### src/hdl/assert_macros.svh
// assertion macros used by the decoder top level
`ifndef ASSERT_MACROS_SVH
`define ASSERT_MACROS_SVH

// property that must hold in the same cycle, checked outside reset
`define B64D_ASSERT(lbl, clk, rst_n, prop, msg) \
  lbl: assert property (@(posedge clk) disable iff (!(rst_n)) (prop)) else $error(msg);

// implication whose consequent is checked in the cycle after the antecedent
`define B64D_ASSERT_NEXT(lbl, clk, rst_n, ante, cons, msg) \
  lbl: assert property (@(posedge clk) disable iff (!(rst_n)) (ante) |=> (cons)) \
    else $error(msg);

`endif

### src/hdl/b64d_pkg.sv
// types and constants of the base64 group decoder
package b64d_pkg;

  localparam logic [31:0] WsWord   = 32'h0a0d_2020;
  localparam logic [31:0] BiasWord = 32'h2b2b_2b2b;
  localparam logic [31:0] SignMask = 32'h8080_8080;
  localparam int unsigned NumLanes = 4;

  // one input word: four characters, char0 lowest
  typedef struct packed {
    logic [7:0] char3;
    logic [7:0] char2;
    logic [7:0] char1;
    logic [7:0] char0;
  } b64d_in_t;

  // one result word
  typedef struct packed {
    logic [7:0] byte_first;
    logic [7:0] byte_second;
    logic [7:0] byte_third;
    logic [1:0] byte_count;
    logic       ended;
  } b64d_out_t;

  // what one lane reports for its character
  typedef struct packed {
    logic [5:0] sextet;
    logic       ok;
  } b64d_lane_t;

  // merge stage result: emit low means the group is skipped
  typedef struct packed {
    logic      emit;
    b64d_out_t res;
  } b64d_merge_t;

endpackage

### src/hdl/b64d_lane.sv
// one decode lane: maps a character to its 6-bit alphabet value
module b64d_lane (
  input  logic [7:0]          char_i,
  output b64d_pkg::b64d_lane_t lane_o
);
  import b64d_pkg::*;

  // alphabet lookup by range
  always_comb begin
    logic [7:0] val;
    val    = 8'd0;
    lane_o = '0;
    if (char_i >= 8'h41 && char_i <= 8'h5a) begin
      val       = char_i - 8'h41;
      lane_o.ok = 1'b1;
    end else if (char_i >= 8'h61 && char_i <= 8'h7a) begin
      val       = char_i - 8'h61 + 8'd26;
      lane_o.ok = 1'b1;
    end else if (char_i >= 8'h30 && char_i <= 8'h39) begin
      val       = char_i - 8'h30 + 8'd52;
      lane_o.ok = 1'b1;
    end else if (char_i == 8'h2b) begin
      val       = 8'd62;
      lane_o.ok = 1'b1;
    end else if (char_i == 8'h2f) begin
      val       = 8'd63;
      lane_o.ok = 1'b1;
    end
    lane_o.sextet = val[5:0];
  end
endmodule

### config.mk
export PLATFORM = sky130hd
export DESIGN_NAME = b64d_lane
export DESIGN_NICKNAME = d
export VERILOG_FILES = /design/src/hdl/assert_macros.svh /design/src/hdl/b64d_pkg.sv /design/src/hdl/b64d_lane.sv
export SDC_FILE = /design/constraint.sdc
export NUM_CORES = 1
export LEC_CHECK = 0
export ABC_CLOCK_PERIOD_IN_PS = 2100
export BUFFER_PORTS_ARGS = -buffer_cell sky130_fd_sc_hd__clkbuf_2
export CORE_AREA = 4 4 41 43
export DETAILED_ROUTE_END_ITERATION = 7
export DIE_AREA = 0 0 45 47
export GPL_TIMING_DRIVEN = 0
export PLACE_DENSITY = 0.66
export SLEW_MARGIN = 25
export SYNTH_ARGS = -nofsm -noshare
export SYNTH_HDL_FRONTEND = slang
export SYNTH_SLANG_ARGS = --single-unit
export TNS_END_PERCENT = 30
### constraint.sdc
create_clock -name vclk -period 2.1
set_input_delay 0.21 -clock vclk [all_inputs]
set_output_delay 0.21 -clock vclk [all_outputs]
set_load 0.03 [all_outputs]
# Yosys cells after proc, flatten, opt, wreduce, memory -nomap -nowiden
# Cells that the tools add are included.
word_totals:
  romBits: 0
  register_bits: 0
  mem_bits_rw: 0
  wordCells: 26
  latch_bits: 0
  memories: 0
classes:
  n_mux: 10
  div: 0
  n_eq_ne: 2
  n_addsub: 5
  magnitude_cmp: 6
  shifts: 0
  multipliers: 0
  bitwise_logic: 0
  n_reduce_logical: 3
ops:
  columns: ["cell", "n"]
  rows:
  - ["$mux W6", 5]
  - ["$eq A8 B6 Y1 const B", 2]
  - ["$ge A8 B7 Y1 const B", 2]
  - ["$le A8 B7 Y1 const B", 2]
  - ["$sub A6 B6 Y6 const B", 2]
  - ["$ge A8 B6 Y1 const B", 1]
  - ["$le A8 B6 Y1 const B", 1]
  - ["$add A6 B5 Y6 const B", 1]
  - ["$add A6 B6 Y6 const B", 1]
  - ["$sub A6 B1 Y6 const B", 1]
  - ["$mux W1", 5]
  - ["$logic_and A1 B1 Y1", 3]

# Depth between registers and ports, before layout
logic_depth:
  word_depth: 6
  ltp_mapped: 8

# Worst setup path after synthesis
# No wires, ideal clock.
synth_path:
  kind: "in2out"
  startpoint: "input port char_i[2]"
  endpoint: "output port lane_o[3] (netlist name)"
  setup_slack_ns: -0.005
  cell_stages: 8
  arrival_ns: 1.895
  path_cell_list: "buf_4 inv_1 ha_1 a21o_1 a31oi_1 nand3_1 o221a_1 o21ai_1"
synth_rtl:
  columns: ["item", "line_no", "rtl"]
  rows:
  - ["from (decl)", "b64d_lane.sv:3", "input logic [7:0] char_i,"]
  - ["to (decl)", "b64d_lane.sv:4", "output b64d_pkg::b64d_lane_t lane_o"]

==> results.cfg <==
[status]
outcome = complete, no violations

[placed_design]
place_ws_ps = -244
dpl-instance-area_um2 = 654
gp_congestion = 0.857
io_buffers = 15

[floorplanning]
initial_core_util_pct = 42.8
num_rows = 13
die_h_um = 47
die_x_um = 45
die_area_mm2 = 0.00212
ios = 15
core-area_mm2 = 0.00130

[grt]
grt-ovfl-total = 0
antenna_found_initial = 0
grt_max_degree = 9
grt_pass1_wl_um = 2690
grt_pass1_vias = 581
grt_use_total_pct = 16.2

[sta]
holdWs_ps = 842
slew_headroom_pct = 65.1
min_period_ps = 2040
fmax_mhz = 491
grt_setup_unrepaired = true
setup_violations = 0
final_max_slew_viol_count = 0
period_share_pct = 97.0
setup_slack_ps = 63.7
hold_viol = 0
worstMarginPinSlew_ps = 522

[power_and_ir_drop]
power_density_mw_per_mm2 = 219
vdd_drop_max_v = 0.000110
power.leakage_nw = 0.337

[yosys]
yosys.area_share.adder_pct = 20.2
synth-simple-area-share_pct = 31.2
syn_inst = 75
syn_area_per_cell_um2 = 7.42
yosysWarningCount = 0
synth_fp_nets = 92
syn_area_um2 = 557
synth.distinct_cells = 33
synth_compound_area_share_pct = 39.1
seq_area_frac_synth_pct = 0
synthXorXnorAreaFrac_pct = 0
synth_top_family_by_area = compound AO/OA/AOI/OAI gates
synthMuxAreaShare_pct = 0

[cells_and_area]
ff_latch_area_um2 = 0
finalNetCount = 112
drive_above_1_share_pct = 45.2
nClkBuffers = 0
final_util_pct = 63.3
design.seq.count = 0
final_area_um2 = 823
area_growth_pct = 47.9
nFillCells = 112
diodes = 0

[routing]
via_count = 664
drc = 0
viasPerCell = 6.15
wl_met2_um = 884
totalWireLength_um = 1700
ant_nets = 0
wl_per_cell_um = 15.8
dr.first_iter.drc_count = 34
top_layer = met4
met1_length_um = 722
drt_first_pass_iters = 4
met3WireLength_um = 91

[setup_path]
crit_path_start = char_i[3]
crit_chain = buf_2 > inv_2 > ha_1 > inv_1 > o211ai_4 > and3_4 > a221o_1 > a21bo_1 > buf_6
crit_fanout = 8
end_kind = output port
crit_end = lane_o[5]
cp_slowest_cell = a221o_1
crit_type = input pin to output port
crit_required_ps = 1890
slowest_delay_ps = 340
arrival_ps = 1830
worstSetupStartpointType = input pin

[run]
maxCapViolCount = 0

[min_path]
hp-class = input pin to output port
## critical path, delay by kind of cell
family                   cells  cell delay, ps
buffers and inverters        4             550
AO/OA/AOI/OAI                3             640
AND/OR/NAND/NOR              1             220
adder cells (fa/ha/maj)      1             180
## Yosys cell counts, types with 2 or more instances
cell | number | area, µm²
nor3_1 | 2 | 10.0
a21o_1 | 2 | 15.0
a221o_1 | 2 | 20.0
nand2_1 | 5 | 18.8
nor2_1 | 7 | 26.3
a31oi_1 | 2 | 12.5
inv_1 | 6 | 22.5
and3_4 | 2 | 22.5
ha_1 | 9 | 113
nor2b_1 | 2 | 12.5
o21ai_0 | 2 | 10.0
o21ai_1 | 3 | 15.0
nand3_1 | 4 | 20.0
o221ai_1 | 3 | 26.3
a21oi_1 | 6 | 30.0
## kinds of logic after synthesis
logic type      Yosys count
simple gates             30
compound gates           27
fa+ha+maj                 9
buf+inv                   9
## per-layer routing
| metal | track usage, % | up-vias |
|---|---|---|
| met1 | 22.0 | 310 |
| li1 | - | 324 |
| met3 | 0.766 | 2 |
| met5 | 0 | - |
| met2 | 29.9 | 28 |
| met4 | 0 | 0 |
## report_power, final
group / switching (mW) / internal [mW]
clock: 0 / 0
combinational: 0.105 / 0.0754
sequential: 0 / 0
## how the worst min path moves through the flow
| stage | startpoint | endpoint | slack, ps | cells past startpoint |
|---|---|---|---|---|
| finish | char_i[0] | lane_o[1] | 840 | 3 |
| global route | char_i[0] | lane_o[1] | 860 | 3 |
| CTS | char_i[0] | lane_o[1] | 850 | 3 |
| detailed placement | char_i[0] | lane_o[1] | 850 | 3 |
| global placement | char_i[0] | lane_o[1] | 840 | 3 |
| floorplan | char_i[0] | lane_o[1] | 610 | 1 |
## cells in the final DEF, fill, tap and decap left out, types with 2 or more instances in the layout
master and count:
nor2_1 7, clkbuf_2 7, a21oi_1 6, buf_4 6
nand2_1 5, ha_1 5, buf_6 3, buf_2 3
ha_4 3, inv_2 2, inv_4 2, inv_1 2
a31oi_4 2, nor2b_1 2, nand3_4 2, o21ai_0 2
o221ai_1 2, and3_4 2, a221o_1 2, nand3_1 2
nor3_1 2, o21ai_1 2
## through the flow
step | instances | TNS (ps) | power [mW]
final | 108 | 0 | 0.180
after global routing | 108 | -17.0 | 0.192
after CTS | 107 | 0 | 0.150
after detailed placement | 105 | -839 | 0.139
after global placement | 105 | -699 | 0.138
after floorplan | 75 | 0 | 0.0995
## what timing repair did
| action | CTS | global route |
|---|---|---|
| buffers inserted | 2 | 1 |
| pin swaps | 2 | 6 |
| hold buffers | 0 | 0 |
| gates resized for setup | 12 | 32 |
| endpoints found under the setup margin | 7 | 6 |
## area by class of cell
cell class	instances	area (µm²)	share of cell area (%)
multi-input combinational	66	623	75.7
timing repair buffer	18	120	14.6
inverter	7	45.0	5.47
tap	15	18.8	2.28
buffer	2	16.3	1.98
(Power assumes the default switching activity.)
