## config.mk

```make
export PLATFORM = sky130hd
export DESIGN_NAME = b64d_merge
export DESIGN_NICKNAME = d
export VERILOG_FILES = /design/src/hdl/assert_macros.svh /design/src/hdl/b64d_pkg.sv /design/src/hdl/b64d_merge.sv
export SDC_FILE = /design/constraint.sdc
export NUM_CORES = 1
export LEC_CHECK = 0
export ABC_CLOCK_PERIOD_IN_PS = 1900
export BUFFER_PORTS_ARGS = -buffer_cell sky130_fd_sc_hd__buf_2
export CAP_MARGIN = 15
export CORE_MARGIN = 2
export CORE_UTILIZATION = 33
export DETAILED_ROUTE_END_ITERATION = 8
export PLACE_DENSITY = 0.93
export SETUP_SLACK_MARGIN = 0.05
export SKIP_LAST_GASP = 1
export SLEW_MARGIN = 15
export SYNTH_ARGS = -nofsm -noshare
export SYNTH_HDL_FRONTEND = slang
export SYNTH_SLANG_ARGS = --single-unit
```

## constraint.sdc

```tcl
create_clock -name vclk -period 1.9
set_input_delay 0.19 -clock vclk [all_inputs]
set_output_delay 0.19 -clock vclk [all_outputs]
set_load 0.01 [all_outputs]
```

## src/hdl/assert_macros.svh

```systemverilog
// assertion macros used by the decoder top level
`ifndef ASSERT_MACROS_SVH
`define ASSERT_MACROS_SVH

// property that must hold in the same cycle, checked outside reset
`define B64D_ASSERT(lbl, clk, rst_n, prop, msg) \
  lbl: assert property (@(posedge clk) disable iff (!(rst_n)) (prop)) else $error(msg);

// implication whose consequent is checked in the cycle after the antecedent
`define B64D_ASSERT_NEXT(lbl, clk, rst_n, ante, cons, msg) \
  lbl: assert property (@(posedge clk) disable iff (!(rst_n)) (ante) |=> (cons)) \
    else $error(msg);

`endif

```

## src/hdl/b64d_pkg.sv

```systemverilog
// types and constants of the base64 group decoder
package b64d_pkg;

  localparam logic [31:0] WsWord   = 32'h0a0d_2020;
  localparam logic [31:0] BiasWord = 32'h2b2b_2b2b;
  localparam logic [31:0] SignMask = 32'h8080_8080;
  localparam int unsigned NumLanes = 4;

  // one input word: four characters, char0 lowest
  typedef struct packed {
    logic [7:0] char3;
    logic [7:0] char2;
    logic [7:0] char1;
    logic [7:0] char0;
  } b64d_in_t;

  // one result word
  typedef struct packed {
    logic [7:0] byte_first;
    logic [7:0] byte_second;
    logic [7:0] byte_third;
    logic [1:0] byte_count;
    logic       ended;
  } b64d_out_t;

  // what one lane reports for its character
  typedef struct packed {
    logic [5:0] sextet;
    logic       ok;
  } b64d_lane_t;

  // merge stage result: emit low means the group is skipped
  typedef struct packed {
    logic      emit;
    b64d_out_t res;
  } b64d_merge_t;

endpackage

```

## src/hdl/b64d_merge.sv

```systemverilog
// merge stage: whitespace skip, range check and byte assembly
module b64d_merge (
  input  b64d_pkg::b64d_in_t                       word_i,
  input  b64d_pkg::b64d_lane_t [b64d_pkg::NumLanes-1:0] lanes_i,
  output b64d_pkg::b64d_merge_t                    merge_o
);
  import b64d_pkg::*;

  logic [31:0] word;
  logic [31:0] diff;
  logic        sign_any;

  // biased subtract over the whole word, borrows included
  assign word     = word_i;
  assign diff     = word - BiasWord;
  assign sign_any = |(diff & SignMask);

  // assemble bytes, stopping at the first bad character; a failed range check over the word gives no bytes
  always_comb begin
    merge_o                 = '0;
    merge_o.emit            = (word != WsWord);
    merge_o.res.ended       = 1'b1;
    if (!sign_any && lanes_i[0].ok && lanes_i[1].ok) begin
      merge_o.res.byte_first = {lanes_i[0].sextet, lanes_i[1].sextet[5:4]};
      merge_o.res.byte_count = 2'd1;
      if (lanes_i[2].ok) begin
        merge_o.res.byte_second = {lanes_i[1].sextet[3:0], lanes_i[2].sextet[5:2]};
        merge_o.res.byte_count  = 2'd2;
        if (lanes_i[3].ok) begin
          merge_o.res.byte_third = {lanes_i[2].sextet[1:0], lanes_i[3].sextet};
          merge_o.res.byte_count = 2'd3;
          merge_o.res.ended      = 1'b0;
        end
      end
    end
  end
endmodule
```

Yosys cells after proc, flatten, opt, wreduce, memory -nomap -nowiden. Index checks and enable logic that the tools add are counted.

Register bits: 0. Input bits: 60. Output and inout bits: 28. Logic and storage cells: 9.

$add $sub $neg: 1. Equal/unequal tests: 1. Mux-type cells: 3. Reduce and logical (&&, ||, !) cells: 4.

Operators by type and width (count): $ne 32x28->1 const B (1); $sub 32x30->32 const B (1); $mux 27 (1); $mux 19 (1); $mux 11 (1); $reduce_or 4->1 (1); $logic_and 1x1->1 (2); $logic_not 1->1 (1).

Depth between registers and ports, before layout. Gate-level depths: netlist of run 1.

Depth after elaboration: 6. Depth in mapped cells: 7. Mapped depth without buffers: 6.

Worst setup path after synthesis of run 1. Ideal clock, no wire load.

Path kind: input-to-output. From: input port word_i[25] (netlist name). To: output port merge_o[9] (netlist name). Data arrival time: 1.695 ns. Path slack: 0.015 ns. Cell stages on the path: 7. Cells stage by stage: nand3_1 a211oi_1 mux2_2 a31oi_2 nand3_4 buf_6 nor4b_2.

RTL lines: from (decl) (line b64d_merge.sv:3) `input b64d_pkg::b64d_in_t word_i,`; to (decl) (line b64d_merge.sv:5) `output b64d_pkg::b64d_merge_t merge_o`.

==> metrics.txt, run 1 <==
Hold WS 0.7052 ns; setup TNS -8.895 ns; upper clock frequency limit 426.8 MHz; I/O Pins 88; CTS Hold Buffers Added 0; met2 GRT Util 70.14%; vias in the first global route 1,449; sw frac 53.45%; crit path DAT 2.15 ns; Final Hold Fails 0; NetSw 0.0001950 W; Final Util 93.82%; initial antenna violation count 0; final wirelength 6.097 mm; Internal 0.0001698 W; critical path capture point type primary output; RSZ-0062 raised after global routing yes; routability congestion estimate 0.8861; Syn Inst Count 95; fin crit share 123.3%; first-pass GRT wire length 6.948 mm; post-route cell area 0.001803 sq mm; Final WS setup -0.4428 ns; Syn Std Cell Area 655.6 sq um; Post-DRT Antenna Nets 0; Final Critical Period 2.343 ns; failing checks negative setup slack; clkbuf count 0; count of cell types in the netlist 36; layout cells sized above 1 80.86%; num rows 16; P per Cell Area 202.3 mW/mm^2; Worst slew margin 65.95%; global-route met3 utilization 5.864%; Storage cell area 0 sq um; WS Path Type primary input to primary output; DR vias 1,606; gr usage total 36.86%; Port Buf Inserts 88; Placed Area 0.001315 sq mm; largest net degree at the start of global routing 13; post-detail-place hpwl 2.309 mm; hold wc startpoint lanes_i[11]; logic gate share of total power 100.0%; Max-Cap Viols 0; Clk pwr share 0%; Req. time, crit path 1.71 ns; P&R area growth vs syn 175.0%; drt first pass iters 5; die width 48.58 microns; Sequential Power Share 0%; Synth warnings 0; # nets final 271; wire length per cell 25.83 microns; worst hold path class primary input to primary output; Crit Path Max Fanout 7; GR peak layer met2; DRT iter0 DRCs 118; fill cell count 66; outcome complete, but fails checks; Die H 48.58 microns; Core Area 0.001922 sq mm; crit path from word_i[15]; sequential area share after synthesis 0%; DRC 0; ANT cells 0; seq_cells 0; Avg Inst Size Synth 6.901 sq um; DR vias/cell 6.805; DIE AREA 0.002360 sq mm; worst slew pin tran 0.5037 ns; setup violators final 27; GR Util met1 39.77%; final slew viol count 0; Startpoint Class primary input; Peak VDD IR 0.1582 mV; syn nets 155; GRT overflow 0; leakage 0.8568 nW; Starting Density 34.11%
## kinds of logic (layout without fill, tap and decap cells)
logic type | Yosys count | in the layout | synth area share, %
and+or+nand+nor | 72 | 74 | 74.81
AOI/OAI and AO/OA | 15 | 15 | 16.41
buffers and inverters | 5 | 117 | 4.390
xor gates and xnor gates | 2 | 2 | 2.672
muxes | 1 | 1 | 1.717
## Yosys cell counts, drive strengths merged (2+ instances only)
cell | instances | area share, %
a211oi | 2 | 2.3
nor3 | 14 | 11
nand3 | 5 | 5.7
nor3b | 9 | 10
buf | 3 | 3.2
nor4 | 2 | 1.9
nand4b | 2 | 5.0
nor2 | 6 | 3.4
nor4bb | 2 | 3.1
o21ai | 2 | 1.5
nand4 | 2 | 1.9
nor4b | 10 | 15
clkbuf | 2 | 1.1
nand2 | 11 | 6.3
o21a | 2 | 2.3
or3 | 3 | 2.9
a21oi | 3 | 2.3
## per-layer routing
metal	wire, microns	vias to the layer above
met3	650	84
met2	2830	197
li1	-	621
met1	1858	704
met5	0	-
met4	758	0
## what timing repair did
item | in CTS | in global routing
cloned | 4 | 0
gates resized for setup | 51 | 24
buffers inserted | 7 | 1
hold endpoints to repair | 0 | 0
pin swaps | 25 | 15
setup endpoints to repair | 27 | 27
## power groups by stage
stage	registers [W]	clock network, W	logic [W]
2_1_floorplan	0	0	0.0000991
3_3_place_gp	0	0	0.000211
3_5_place_dp	0	0	0.000215
4_1_cts	0	0	0.000290
5_1_grt	0	0	0.000377
6_report	0	0	0.000365
## area by class of cell
cell class	instances	area, sq um	area share [%]
Tap cell	27	33.78	1.874
Timing Repair Buffer	117	768.2	42.61
Multi-Input combinational cell	92	1001	55.52
## critical path: stages
cell	delay [ns]
buf_2	0.12
nor4bb_1	0.31
nand4b_1	0.23
o21bai_2	0.24
nor3_2	0.08
nand4b_4	0.31
clkbuf_16	0.25
nor3b_2	0.23
buf_2	0.18
## per-stage QoR
step                worst slack, ns  total power [W]  std cells
floorplan                   0.01658       0.00009912         95
global placement            -0.2930        0.0002112        224
detailed placement          -0.3325        0.0002153        224
CTS                         -0.1891        0.0002895        235
global route                -0.4502        0.0003767        236
finish                      -0.4428        0.0003648        236
## final timing paths
| path | to | cells after the start |
|---|---|---|
| worst max-delay path | merge_o[2] | 9 |
| worst min-delay path | merge_o[18] | 4 |
## placed cells by master (no fill, tap or decap), types with 2 or more instances in the layout
cell type / synthesis / final
buf_2: 2 / 80
buf_6: 1 / 12
nor3_2: 0 / 9
nand3_4: 1 / 2
or3_1: 3 / 2
nor2_1: 6 / 5
buf_4: 0 / 21
nor3b_2: 0 / 8
nor4b_2: 2 / 5
nor4_1: 2 / 2
nor4b_1: 8 / 2
nor4bb_1: 2 / 2
nand4b_4: 1 / 2
nand3_2: 0 / 2
nand4_1: 2 / 2
a21oi_1: 3 / 3
buf_8: 0 / 2
nor4b_4: 0 / 3
nand3_1: 4 / 2
o21ai_2: 0 / 2
nor3_4: 0 / 5
nand2_1: 11 / 11
Power figures use the tool's default switching activity.
==> run 2, diff against run 1 <==
- GPL_TIMING_DRIVEN: default -> 0
==> metrics.txt, run 2 (same netlist as run 1, synthesis figures left out) <==
Final WS setup -0.3444 ns (+0.09841 ns); leakage 0.7557 nW (-12%); Port Buf Inserts 88 (unchanged); routability congestion estimate 0.8125 (-8.3%); GRT overflow 0 (unchanged); final wirelength 4.095 mm (-33%); DRC 0 (unchanged); failing checks negative setup slack; Worst slew margin 68.51% (+2.6 points); Storage cell area 0 sq um (unchanged); RSZ-0062 raised after global routing yes; DIE AREA 0.002360 sq mm (unchanged); I/O Pins 88 (unchanged); final slew viol count 0 (unchanged); ANT cells 0 (unchanged); Die H 48.58 microns (unchanged); wire length per cell 17.96 microns (-30%); fin crit share 118.1% (-5.2 points); Crit Path Max Fanout 4 (-3); most frequent cells in the layout buf_2, buf_4, nand2_1; # nets final 263 (-3.0%); first-pass GRT wire length 6.003 mm (-14%); worst slew pin tran 0.4657 ns (-0.03795 ns); Hold WS 0.6889 ns (-0.01628 ns); WS Path Type primary input to primary output; DRT iter0 DRCs 38 (-68%); fill cell count 125 (+89%); P per Cell Area 195.2 mW/mm^2 (-3.6%); Peak VDD IR 0.1835 mV (+16%); DR vias/cell 6.022 (-12%); Final Hold Fails 0 (unchanged); Post-DRT Antenna Nets 0 (unchanged); Core Area 0.001922 sq mm (unchanged); die width 48.58 microns (unchanged); post-detail-place hpwl 2.269 mm (-1.7%); P&R area growth vs syn 143.9%; crit path DAT 2.05 ns (-0.10 ns); gr usage total 31.36% (-5.5 points); WHS Endpoint merge_o[18]; DR vias 1,373 (-15%); layout cells sized above 1 73.13% (-7.7 points); Req. time, crit path 1.71 ns (about the same); drt first pass iters 4 (-1); num rows 16 (unchanged); Placed Area 0.001189 sq mm (-9.6%); most common cell after layout, fill and taps aside buf_2; post-route cell area 0.001599 sq mm (-11%); Max-Cap Viols 0 (unchanged); critical path capture point type primary output; outcome complete, but fails checks; Startpoint Class primary input; seq_cells 0 (unchanged); vias in the first global route 1,275 (-12%); worst hold path class primary input to primary output; hold wc startpoint lanes_i[11]; initial antenna violation count 0 (unchanged); Starting Density 34.11% (unchanged); largest net degree at the start of global routing 11 (-2); CTS Hold Buffers Added 0 (unchanged); setup violators final 27 (unchanged); hold path cells 4 (unchanged); upper clock frequency limit 445.6 MHz (+4.4%); clkbuf count 0 (unchanged); Final Critical Period 2.244 ns (-0.09841 ns); Total Power 0.0003121 W (-14%)
[run 2: changes by cell type in the layout (fill, tap and decap cells not counted), sizes merged]
cell,before,now
clkbuf,1,2
buf,116,107
[run 2: how the worst max path moves through the flow]
stage | startpoint | endpoint | slack (ns)
after floorplan | word_i[25] | merge_o[3] | 0.02
after global placement | word_i[10] | merge_o[9] | -0.30
after detailed placement | word_i[10] | merge_o[9] | -0.37
after CTS | word_i[12] | merge_o[9] | -0.23
after global routing | word_i[18] | merge_o[5] | -0.41
final | word_i[8] | merge_o[0] | -0.34
[run 2: final cells by class]
type	instances	area, sq um	area share (%)
Multi-Input combinational cell	92	882.1	55.16
Timing Repair Buffer	104	630.6	39.44
Buffer	5	52.55	3.286
Tap cell	27	33.78	2.113
[run 2: report_power, final]
| group | switching (W) | leakage (nW) | internal (W) |
|---|---|---|---|
| sequential | 0 | 0 | 0 |
| combinational | 0.000155 | 0.756 | 0.000157 |
| clock | 0 | 0 | 0 |
| total | 0.000155 | 0.756 | 0.000157 |
[run 2: through the flow]
stage	utilization [%]	setup TNS [ns]	setup WS [ns]	cells
global route	83.20	-9.075	-0.4146	228
floorplan	-	0	0.01658	95
CTS	78.65	-4.918	-0.2255	223
detailed placement	61.85	-7.217	-0.3659	210
global placement	61.85	-5.615	-0.3008	210
finish	83.20	-6.989	-0.3444	228
[run 2: layer usage]
layer	track usage [%]	part of all wire [%]	up-vias
li1	-	-	595
met1	35.34	34	634
met2	59.72	51	116
met3	5.556	9.0	28
met4	9.048	5.8	0
met5	0	0	-
[run 2: worst max-delay path, stage by stage]
cell and delay [ns]:
buf_2 0.13, and4b_1 0.21, nand4b_1 0.14, buf_4 0.14, nor2_4 0.03, buf_4 0.14
a31oi_4 0.23, buf_4 0.16, nand3_2 0.11, or3_1 0.41, buf_2 0.16
[run 2: repair_timing]
action                     in CTS  in global routing
resized for setup              39                 12
cloned                          4                  0
setup buffers                   9                  6
pin swaps                      17                 20
setup endpoints to repair      27                 27
==> run 3, diff against run 2 <==
- CORE_MARGIN: 2 -> 1
==> metrics.txt, run 3 (same netlist as run 1, synthesis figures left out) <==
outcome complete, but fails checks; failing checks negative setup slack; I/O Pins 88 (unchanged); slowest stage cell, crit path or3_1; DIE AREA 0.002169 sq mm (-8.1%); routability congestion estimate 0.8614 (+6.0%); vias in the first global route 1,203 (-5.6%); # nets final 258 (-1.9%); GRT overflow 0 (unchanged); Peak VDD IR 0.1374 mV (-25%); hold path cells 4 (unchanged); upper clock frequency limit 421.0 MHz (-5.5%); final slew viol count 0 (unchanged); critical path cell sequence buf_8 -> nor4b_4 -> nand2_1 -> o21ai_2 -> xor2_1 -> buf_4 -> nand4b_4 -> buf_6 -> or3_1 -> buf_2; WHS Endpoint merge_o[18]; num rows 15 (-1); WS Path Type primary input to primary output; Storage cell area 0 sq um (unchanged); P per Cell Area 197.2 mW/mm^2 (+1.1%); P&R area growth vs syn 141.6%; layout cells sized above 1 71.43% (-1.7 points); fin crit share 125.0% (+6.9 points); Core Area 0.001802 sq mm (-6.2%); Final Hold Fails 0 (unchanged); Die H 46.58 microns (-4.1%); Startpoint Class primary input; Final Util 87.92% (+4.7 points); wire length per cell 19.67 microns (+9.5%); crit path DAT 2.19 ns (+0.14 ns); die width 46.58 microns (-4.1%); CTS Hold Buffers Added 0 (unchanged); critical path capture point type primary output; Crit Path Max Fanout 5 (+1); Starting Density 36.39% (+2.3 points); RSZ-0062 raised after global routing yes; first-pass GRT wire length 5.616 mm (-6.4%); Worst path max stage delay 0.34 ns (-0.07 ns); largest net degree at the start of global routing 11 (unchanged); CP bufs+invs 4 (-1); post-route cell area 0.001584 sq mm (-0.94%); DRC 0 (unchanged); Post-DRT Antenna Nets 0 (unchanged); Port Buf Inserts 88 (unchanged); most common cell after layout, fill and taps aside buf_2; Placed Area 0.001186 sq mm (-0.21%); fill cell count 84 (-33%); most frequent cells in the layout buf_2, nand2_1, buf_6, nor3_1, buf_4; post-detail-place hpwl 2.216 mm (-2.3%); leakage 0.7645 nW (+1.2%); initial antenna violation count 0 (unchanged); drt first pass iters 4 (unchanged); setup violators final 27 (unchanged); Final Critical Period 2.375 ns (+0.1309 ns); seq_cells 0 (unchanged); Worst slew margin 70.99% (+2.5 points); family with the most delay on the worst path simple AND/OR/NAND/NOR gates; final wirelength 4.346 mm (+6.1%); clkbuf count 0 (unchanged); Max-Cap Viols 0 (unchanged); Req. time, crit path 1.71 ns (about the same); hold wc startpoint lanes_i[11]; placement-stage worst setup slack -0.2828 ns (+0.08309 ns); ANT cells 0 (unchanged); DR vias/cell 6.271 (+4.1%); DRT iter0 DRCs 44 (+16%); DR vias 1,386 (+0.95%); worst hold path class primary input to primary output; worst slew pin tran 0.4344 ns (-0.03140 ns); gr usage total 36.12% (+4.8 points); Final WS setup -0.4754 ns (-0.1309 ns)
==> run 3: changes by cell type in the layout (fill, tap and decap cells not counted), moves of 2 or more <==
cell	before	now
buf_2	82	79
buf_4	16	8
buf_6	3	8
nor3_1	10	8
nor3_2	3	5
nor3b_2	9	7
nor3b_4	0	2
==> run 3: final cells by class <==
cell class                 instances  area (sq um)  share of cell area, %
timing repair buffer              99         631.9                  39.89
buffer                             5         58.81                  3.712
tap                               25         31.28                  1.975
multi-input combinational         92         862.1                  54.42
==> run 3: worst min-delay path, stage by stage <==
cell and delay [ns]:
buf_2 0.10, nand2_1 0.05, nor3_1 0.04, buf_2 0.13
==> run 3: worst max path at each step <==
stage                           from          end  slack (ns)  depth (start not counted)
after CTS                 word_i[23]   merge_o[9]       -0.18                          9
after global placement    word_i[10]   merge_o[9]       -0.24                          9
after floorplan           word_i[25]   merge_o[3]        0.02                          6
after global routing      word_i[10]   merge_o[0]       -0.50                         10
final                     word_i[10]   merge_o[0]       -0.48                         10
after detailed placement  word_i[10]  merge_o[13]       -0.28                          9
==> run 3: timing repair <==
| action | CTS | global route |
|---|---|---|
| cloned | 4 | 0 |
| buffers inserted | 7 | 2 |
| pin swaps | 12 | 9 |
| gates resized for setup | 39 | 21 |
| endpoints found under the setup margin | 27 | 27 |
| endpoints found under the hold margin | 0 | 0 |
==> run 3: routing by layer <==
layer	vias to the layer above	share of wire, %	global-route usage, %
met2	104	53	69.17
met1	655	34	39.63
met3	29	8.9	4.706
met5	-	0	0
li1	598	-	-
met4	0	5.0	11.76
==> run 3: stage by stage <==
| step | setup TNS, ns | hold slack (ns) | instances | total power [W] |
|---|---|---|---|---|
| floorplan | 0 | 0.4737 | 95 | 0.00009912 |
| global placement | -4.199 | 0.6776 | 208 | 0.0001840 |
| detailed placement | -5.578 | 0.6837 | 208 | 0.0001921 |
| CTS | -3.371 | 0.6842 | 219 | 0.0002704 |
| global route | -11.04 | 0.7091 | 221 | 0.0003279 |
| finish | -9.611 | 0.6856 | 221 | 0.0003124 |
==> run 3: report_power, final <==
part | switching [W] | internal (W)
Combinational | 0.000153 | 0.000159
Clock | 0 | 0
Sequential | 0 | 0
Total | 0.000153 | 0.000159
